[src/design/wsd_pkg.sv]
// Shared types and constants of the WebSocket frame deframer.
package wsd_pkg;

	localparam int LEN_W     = 63;
	localparam int ACC_W     = 64;
	localparam int QDEPTH    = 4;
	localparam int QPTR_W    = 2;
	localparam int QCNT_W    = 3;
	localparam int TDATA_W   = 80;

	localparam logic [6:0] LEN_CODE16 = 7'd126;
	localparam logic [6:0] LEN_CODE64 = 7'd127;
	localparam logic [3:0] EXT_BYTES16 = 4'd2;
	localparam logic [3:0] EXT_BYTES64 = 4'd8;
	localparam logic [2:0] KEY_BYTES   = 3'd4;

	typedef enum logic [1:0] {
		KIND_PAYLOAD = 2'd0,
		KIND_EMPTY   = 2'd1,
		KIND_ERROR   = 2'd2
	} kind_t;

	// One classified result, passed from the parser to the output side.
	typedef struct packed {
		kind_t              kind;
		logic [7:0]         raw;     // byte as received
		logic [7:0]         key;     // key byte to XOR in
		logic [7:0]         hdr0;    // first header byte
		logic               masked;
		logic [LEN_W-1:0]   length;
		logic               last;
	} entry_t;

	// Queue status seen by the parser.
	typedef struct packed {
		logic full;
		logic empty;
	} qstat_t;

endpackage

[src/design/websocket_frame_deframer.sv]
// Top level of the WebSocket frame deframer.
//
// Channel  Dir  Fields (low bit up)                                  Transfer
// s_*      in   tdata: raw stream byte [7:0]                         tvalid & tready
// m_*      out  tdata: data_byte, opcode, fin, rsv1, rsv2, rsv3,     tvalid & tready
//               masked, frame_len; tuser: kind; tlast: frame_end
//
// One input byte is taken per cycle while the queue is not full; each byte is
// fully classified in the cycle it is taken, so the parser loop is the only
// feedback path. A result reaches m_tdata through the queue write and then the
// output register. The 4-entry queue absorbs output stalls; s_tready drops
// only when the queue is full. Reset clears the parser and queue pointers at
// once; there is no clearing pass. After a length error bytes are still taken
// and dropped until the next reset.
module websocket_frame_deframer import wsd_pkg::*; (
	input  logic               clk,
	input  logic               arst_n,
	input  logic               s_tvalid,
	output logic               s_tready,
	input  logic [7:0]         s_tdata,   // in_byte
	output logic               m_tvalid,
	input  logic               m_tready,
	output logic [TDATA_W-1:0] m_tdata,   // data_byte, opcode, fin, rsv1-3, masked, length
	output logic [1:0]         m_tuser,   // kind
	output logic               m_tlast    // frame_end
);

	qstat_t qstat;
	entry_t push_entry;
	entry_t head;
	logic   push;
	logic   pop;

	// Front: header parsing, unmask key selection and length countdown.
	wsd_front u_front (
		.clk        (clk),
		.arst_n     (arst_n),
		.in_valid   (s_tvalid),
		.in_ready   (s_tready),
		.in_byte    (s_tdata),
		.qstat      (qstat),
		.push       (push),
		.push_entry (push_entry)
	);

	// Queue decouples the parser from output back-pressure.
	wsd_queue u_queue (
		.clk        (clk),
		.arst_n     (arst_n),
		.push       (push),
		.push_entry (push_entry),
		.pop        (pop),
		.head       (head),
		.qstat      (qstat)
	);

	// Back: XOR unmasking and registered result transfer.
	wsd_back u_back (
		.clk       (clk),
		.arst_n    (arst_n),
		.head      (head),
		.qstat     (qstat),
		.pop       (pop),
		.out_valid (m_tvalid),
		.out_ready (m_tready),
		.out_data  (m_tdata),
		.out_kind  (m_tuser),
		.out_last  (m_tlast)
	);

endmodule

[src/design/wsd_front.sv]
// Header parser: classifies each stream byte and queues the results.
module wsd_front import wsd_pkg::*; (
	input  logic        clk,
	input  logic        arst_n,
	input  logic        in_valid,
	output logic        in_ready,
	input  logic [7:0]  in_byte,
	input  qstat_t      qstat,
	output logic        push,
	output entry_t      push_entry
);

	typedef enum logic [2:0] {
		PH_HDR0 = 3'd0,
		PH_HDR1 = 3'd1,
		PH_EXT  = 3'd2,
		PH_KEY  = 3'd3,
		PH_DATA = 3'd4
	} phase_t;

	phase_t           phase_q, phase_d;
	logic [7:0]       hdr0_q, hdr0_d;
	logic             mask_q, mask_d;
	logic [ACC_W-1:0] len_q, len_d;
	logic [3:0]       ext_q, ext_d;
	logic [31:0]      key_q, key_d;
	logic [2:0]       keyl_q, keyl_d;
	logic [LEN_W-1:0] rem_q, rem_d;
	logic             err_q, err_d;
	logic             hdone;
	logic             acc;

	assign in_ready = !qstat.full;
	assign acc      = in_valid && in_ready;

	always_comb begin
		phase_d = phase_q;
		hdr0_d  = hdr0_q;
		mask_d  = mask_q;
		len_d   = len_q;
		ext_d   = ext_q;
		key_d   = key_q;
		keyl_d  = keyl_q;
		rem_d   = rem_q;
		err_d   = err_q;
		hdone   = 1'b0;
		push    = 1'b0;
		push_entry.kind = KIND_PAYLOAD;
		push_entry.raw  = 8'd0;
		push_entry.key  = 8'd0;
		push_entry.last = 1'b0;
		if (acc && !err_q) begin
			case (phase_q)
				PH_HDR0: begin
					hdr0_d  = in_byte;
					phase_d = PH_HDR1;
				end
				PH_HDR1: begin
					mask_d = in_byte[7];
					key_d  = 32'd0;
					len_d  = {57'd0, in_byte[6:0]};
					if (in_byte[6:0] == LEN_CODE16) begin
						len_d   = '0;
						ext_d   = EXT_BYTES16;
						phase_d = PH_EXT;
					end else if (in_byte[6:0] == LEN_CODE64) begin
						len_d   = '0;
						ext_d   = EXT_BYTES64;
						phase_d = PH_EXT;
					end else if (in_byte[7]) begin
						keyl_d  = KEY_BYTES;
						phase_d = PH_KEY;
					end else begin
						hdone = 1'b1;
					end
				end
				PH_EXT: begin
					len_d = {len_q[ACC_W-9:0], in_byte};
					ext_d = ext_q - 4'd1;
					if (ext_q == 4'd1) begin
						if (mask_q) begin
							keyl_d  = KEY_BYTES;
							phase_d = PH_KEY;
						end else begin
							hdone = 1'b1;
						end
					end
				end
				PH_KEY: begin
					key_d  = {key_q[23:0], in_byte};
					keyl_d = keyl_q - 3'd1;
					if (keyl_q == 3'd1) begin
						hdone = 1'b1;
					end
				end
				PH_DATA: begin
					push            = 1'b1;
					push_entry.kind = KIND_PAYLOAD;
					push_entry.raw  = in_byte;
					push_entry.key  = key_q[31:24];
					push_entry.last = (rem_q == LEN_W'(1));
					key_d = {key_q[23:0], key_q[31:24]};
					rem_d = rem_q - LEN_W'(1);
					if (rem_q == LEN_W'(1)) begin
						phase_d = PH_HDR0;
					end
				end
				default: begin
					phase_d = PH_HDR0;
				end
			endcase
			if (hdone) begin
				if (len_d[ACC_W-1]) begin
					err_d           = 1'b1;
					phase_d         = PH_HDR0;
					push            = 1'b1;
					push_entry.kind = KIND_ERROR;
					push_entry.last = 1'b1;
				end else if (len_d == '0) begin
					phase_d         = PH_HDR0;
					push            = 1'b1;
					push_entry.kind = KIND_EMPTY;
					push_entry.last = 1'b1;
				end else begin
					rem_d   = len_d[LEN_W-1:0];
					phase_d = PH_DATA;
				end
			end
		end
		push_entry.hdr0   = hdr0_q;
		push_entry.masked = mask_d;
		push_entry.length = len_d[LEN_W-1:0];
	end

	always_ff @(posedge clk or negedge arst_n) begin
		if (!arst_n) begin
			phase_q <= PH_HDR0;
			hdr0_q  <= '0;
			mask_q  <= 1'b0;
			len_q   <= '0;
			ext_q   <= '0;
			key_q   <= '0;
			keyl_q  <= '0;
			rem_q   <= '0;
			err_q   <= 1'b0;
		end else begin
			phase_q <= phase_d;
			hdr0_q  <= hdr0_d;
			mask_q  <= mask_d;
			len_q   <= len_d;
			ext_q   <= ext_d;
			key_q   <= key_d;
			keyl_q  <= keyl_d;
			rem_q   <= rem_d;
			err_q   <= err_d;
		end
	end

endmodule

[src/design/wsd_queue.sv]
// Short queue of classified results between parser and output stage.
module wsd_queue import wsd_pkg::*; (
	input  logic   clk,
	input  logic   arst_n,
	input  logic   push,
	input  entry_t push_entry,
	input  logic   pop,
	output entry_t head,
	output qstat_t qstat
);

	entry_t            mem [QDEPTH];
	logic [QPTR_W-1:0] wptr_q;
	logic [QPTR_W-1:0] rptr_q;
	logic [QCNT_W-1:0] cnt_q;
	logic              do_push;
	logic              do_pop;

	assign qstat.full  = (cnt_q == QCNT_W'(QDEPTH));
	assign qstat.empty = (cnt_q == '0);
	assign do_push     = push && !qstat.full;
	assign do_pop      = pop && !qstat.empty;
	assign head        = mem[rptr_q];

	always_ff @(posedge clk) begin
		if (do_push) begin
			mem[wptr_q] <= push_entry;
		end
	end

	always_ff @(posedge clk or negedge arst_n) begin
		if (!arst_n) begin
			wptr_q <= '0;
			rptr_q <= '0;
			cnt_q  <= '0;
		end else begin
			if (do_push) begin
				wptr_q <= wptr_q + QPTR_W'(1);
			end
			if (do_pop) begin
				rptr_q <= rptr_q + QPTR_W'(1);
			end
			case ({do_push, do_pop})
				2'b10:   cnt_q <= cnt_q + QCNT_W'(1);
				2'b01:   cnt_q <= cnt_q - QCNT_W'(1);
				default: cnt_q <= cnt_q;
			endcase
		end
	end

endmodule

[src/design/wsd_back.sv]
// Output stage: unmasks payload bytes and holds the result until taken.
module wsd_back import wsd_pkg::*; (
	input  logic               clk,
	input  logic               arst_n,
	input  entry_t             head,
	input  qstat_t             qstat,
	output logic               pop,
	output logic               out_valid,
	input  logic               out_ready,
	output logic [TDATA_W-1:0] out_data,
	output logic [1:0]         out_kind,
	output logic               out_last
);

	logic               vld_q;
	logic [TDATA_W-1:0] data_q;
	logic [1:0]         kind_q;
	logic               last_q;

	assign pop       = !qstat.empty && (!vld_q || out_ready);
	assign out_valid = vld_q;
	assign out_data  = data_q;
	assign out_kind  = kind_q;
	assign out_last  = last_q;

	always_ff @(posedge clk or negedge arst_n) begin
		if (!arst_n) begin
			vld_q <= 1'b0;
		end else if (pop) begin
			vld_q <= 1'b1;
		end else if (out_ready) begin
			vld_q <= 1'b0;
		end
	end

	// data, opcode, fin, rsv1, rsv2, rsv3, masked, length from bit 0 up
	always_ff @(posedge clk) begin
		if (pop) begin
			data_q <= {head.length, head.masked, head.hdr0[4], head.hdr0[5],
				head.hdr0[6], head.hdr0[7], head.hdr0[3:0], head.raw ^ head.key};
			kind_q <= head.kind;
			last_q <= head.last;
		end
	end

endmodule

[config.mk]
export PLATFORM = sky130hd
export DESIGN_NAME = websocket_frame_deframer
export DESIGN_NICKNAME = d
export VERILOG_FILES = /design/src/design/wsd_pkg.sv /design/src/design/websocket_frame_deframer.sv /design/src/design/wsd_front.sv /design/src/design/wsd_queue.sv /design/src/design/wsd_back.sv
export SDC_FILE = /design/constraint.sdc
export NUM_CORES = 1
export LEC_CHECK = 0
export BUFFER_PORTS_ARGS = -buffer_cell sky130_fd_sc_hd__buf_2
export CAP_MARGIN = 20
export CORE_MARGIN = 3
export CORE_UTILIZATION = 50
export CTS_CLUSTER_DIAMETER = 50
export DETAILED_ROUTE_END_ITERATION = 8
export PLACE_DENSITY = 0.74
export SYNTH_ARGS = -nofsm -noshare
export SYNTH_HDL_FRONTEND = slang
export SYNTH_SLANG_ARGS = --single-unit
[constraint.sdc]
create_clock -name clk -period 7.1 [get_ports clk]
set_clock_uncertainty 0.05 [all_clocks]
set_input_delay 1.065 -clock clk [delete_from_list [all_inputs] [get_ports clk]]
set_output_delay 1.065 -clock clk [all_outputs]
set_load 0.1 [all_outputs]
==> flow_metrics.tcl <==
set metrics [dict create \
    ys_seq_area_frac 0.689 \
    fin_tns_setup_ns 0 \
    synthCells 1698 \
    power.total_mw 14.2 \
    synth_edf_count 447 \
    crit_arrival_ns 5.18 \
    syn_area_sq_um 26300 \
    status "complete, no violations" \
    postCtsSetupBuffers 0 \
    cts_max_level 2 \
    crit_path_end_kind "flop" \
    min_path_type "flop to flop" \
    setup_ws_ns 2.15 \
    viasPerCell 6.23 \
    ioPinCount 97 \
    slew_headroom 0.329 \
    p_per_area_nw_per_um2 479 \
    drt-total-wl_um 62000 \
    ant_nets 0 \
    crit_type "flop to flop" \
    drive_gt1_frac 0.198 \
    worstPathBufferInverterCount 2 \
    slowest_stage "a221oi_1" \
    met3_length_um 4560 \
    critPathMaxFanout 54 \
    holdBufCountCts 0 \
    dpl-instance-area_sq_um 27400 \
    crit_path_max_incr_delay_ns 0.74 \
    post_drt_wl_per_cell_um 24.7 \
    finalSetupViolations 0 \
    cts_buffers 61 \
    multiInputGateArea_sq_um 7710 \
    rsz0062_at_grt "false" \
    ys_ff_latch 634 \
    syn_nets 1722 \
    p_leak_nw 10.8 \
    syn_to_final_growth_pct 12.5 \
    path_delay_family "simple AND/OR/NAND/NOR gates" \
    yosysWarnings 0 \
    antenna_found_initial 1 \
    drt_pass1_iterations 8 \
    synth_flop_cell "edfxtp_1" \
    ys_async_sr_fraction 0.295 \
    gp_congestion 0.948 \
    hold_viol_final 0 \
    via_count 15700 \
    topRoutingLayerUsed "met4" \
    fillers 3765 \
    worstSkewPairLatency_ns 0.64 \
    fp.dieW_um 235 \
    ir_drop_mv 0.262 \
    wl_met1_um 27400 \
    grt_use_total 0.223 \
    remaining_drc_errors 0 \
    dieArea_sq_um 55300 \
    fmax_ghz 0.202 \
    clock_path_buffers 3 \
    post-route-period-util 0.697 \
    grt_max_degree 116 \
    layout.nets 1803 \
    ys_types 70 \
    grt_pass1_wl_um 95700 \
    worst_path_most_repeated_cell "nand4_1" \
    dp_hpwl_um 38700 \
    crit_required_ns 7.34 \
    drt_iter0_drc 1459 \
    design_area_sq_um 29600 \
    fp.dieH_um 235 \
    cts_tree "yes" \
    coreArea_sq_um 51600 \
    cts_resized 0 \
    clk_pin_slew_ns 0.06 \
    maxCapViolations 0 \
    wl_met2_um 28900 \
    initial_core_util 0.509 \
    slew_viol_final 0 \
    avgSynthCellArea_sq_um 15.5 \
    start_kind "flop" \
    num_rows 83 \
    port_buffers 96 \
    cts_root_buf "clkbuf_16" \
    globalRoute.totalOverflow 0 \
    worst_pin_slew_ns 1.01 \
    preCtsSetupSlack_ns 2.11 \
    grt_pass1_vias 15300 \
    seqCellArea_sq_um 18100 \
    critical_path.cell_chain "buf_4 -> nor3b_1 -> a221oi_1 -> nand4_1 -> a2111oi_1 -> nand4_1 -> nor3_1 -> or3_1 -> and2_4 -> buf_12" \
    clkSinkCount 634 \
    layout_min_cycle_time_ns 4.95 \
]
==> registers in the layout (all words and copies together), names as in the netlist <==
| signal | flops |
|---|---|
| u_front.key_q | 32 |
| u_queue.rptr_q | 2 |
| u_queue.wptr_q | 2 |
| u_back.out_data | 80 |
| u_front.phase_q | 3 |
| u_queue.mem | 364 |
| u_back.out_last | 1 |
| u_front.keyl_q | 3 |
| u_front.ext_q | 4 |
| u_queue.cnt_q | 3 |
| u_front.rem_q | 63 |
| u_front.err_q | 1 |
| u_front.mask_q | 1 |
| u_front.len_q | 64 |
| u_back.out_kind | 2 |
| u_back.out_valid | 1 |
| u_front.hdr0_q | 8 |
==> cell families (layout without fill, tap and decap cells) <==
logic type / after synthesis / count (layout) / synth area share
AO/OA/AOI/OAI: 284 / 284 / 0.0855
multiplexers: 96 / 96 / 0.0767
buffers and inverters: 121 / 255 / 0.0200
other: 0 / 2 / 0
XOR/XNOR: 38 / 38 / 0.0127
adder cells (fa/ha/maj): 12 / 12 / 0.00600
AND/OR/NAND/NOR: 513 / 513 / 0.110
flip-flops: 634 / 634 / 0.689
==> report_power, final <==
part / internal (mW) / switching (mW)
Sequential: 4.98 / 0.810
Clock: 1.91 / 1.42
Combinational: 1.40 / 3.62
==> synth_stat cells (all sizes together) (16+ instances only) <==
library cell / instances / share of area
dfrtp: 187 / 0.18
edfxtp: 447 / 0.51
a221oi: 57 / 0.020
nor4: 16 / 0.0050
nand2: 106 / 0.015
inv: 21 / 0.0030
and3: 29 / 0.0069
a211oi: 59 / 0.019
a22o: 65 / 0.022
o21ai: 42 / 0.0080
nor3b: 56 / 0.016
nor2: 51 / 0.0073
nor3: 79 / 0.016
nand4: 17 / 0.0043
clkbuf: 65 / 0.0093
and2: 40 / 0.0095
buf: 35 / 0.0077
mux4: 83 / 0.071
xor2: 35 / 0.012
nor2b: 59 / 0.014
==> final timing paths <==
check,start,endpoint,slack [ns],cells after the start
worst min-delay path,u_front.key_q[12],u_front.key_q[12],0.43,2
max in group asynchronous,arst_n,u_front.rem_q[45],4.92,2
worst max register to register,u_front.phase_q[0],u_queue.mem[2][16],2.15,10
worst max-delay path,u_front.phase_q[0],u_queue.mem[2][16],2.15,10
worst min register to register,u_front.key_q[12],u_front.key_q[12],0.43,2
min in group asynchronous,arst_n,u_front.key_q[9],0.49,1
==> layout make-up <==
cell class	instances	area share
clock inverter	29	0.0129
antenna	2	0.000169
inverter	21	0.00267
timing repair buffer	118	0.0247
sequential	634	0.612
tap	680	0.0288
multi-input combinational	943	0.261
clock buffer	87	0.0576
==> placed cells by master, fill, tap and decap left out, types with 6 or more instances in the layout <==
master and instances:
nand2_1 106, o21ai_0 39, ha_1 11, and2_0 7
clkbuf_16 61, xor2_1 35, a22oi_1 10, nor4_1 14
clkinv_2 7, a221oi_1 52, a211oi_1 49, buf_4 16
a22o_1 65, nor3_1 75, inv_1 20, bufinv_16 6
clkbuf_1 18, and2_1 29, a21oi_1 14, clkbuf_8 9
and3_1 29, nor2b_1 58, edfxtp_1 447, a211oi_2 10
mux2_2 13, nand3_1 15, dfrtp_1 182, buf_2 95
nor3b_1 55, nand2b_1 6, or3_1 11, mux4_2 83
nor2_1 50, or4_1 9, clkinv_4 6, nand4_1 16
buf_12 6
==> through the flow <==
| stage | std cells | utilization | hold WS [ns] |
|---|---|---|---|
| after floorplan | 1698 | - | 0.387 |
| after global placement | 2394 | 0.532 | 0.406 |
| after detailed placement | 2394 | 0.532 | 0.417 |
| after CTS | 2510 | 0.572 | 0.429 |
| after global routing | 2512 | 0.573 | 0.446 |
| final | 2514 | 0.573 | 0.432 |
==> per-layer routing <==
metal | up-vias | global-route usage
met1 | 8092 | 0.333
met4 | 0 | 0.0535
met2 | 636 | 0.340
li1 | 6852 | -
met5 | - | 0
met3 | 93 | 0.0458
==> worst min-delay path, stage by stage, from the launching register on <==
cell and delay (ns):
dfrtp_1 0.34, nand2_1 0.04, o21ai_0 0.06
No activity file was read; power rests on OpenSTA's default activity.
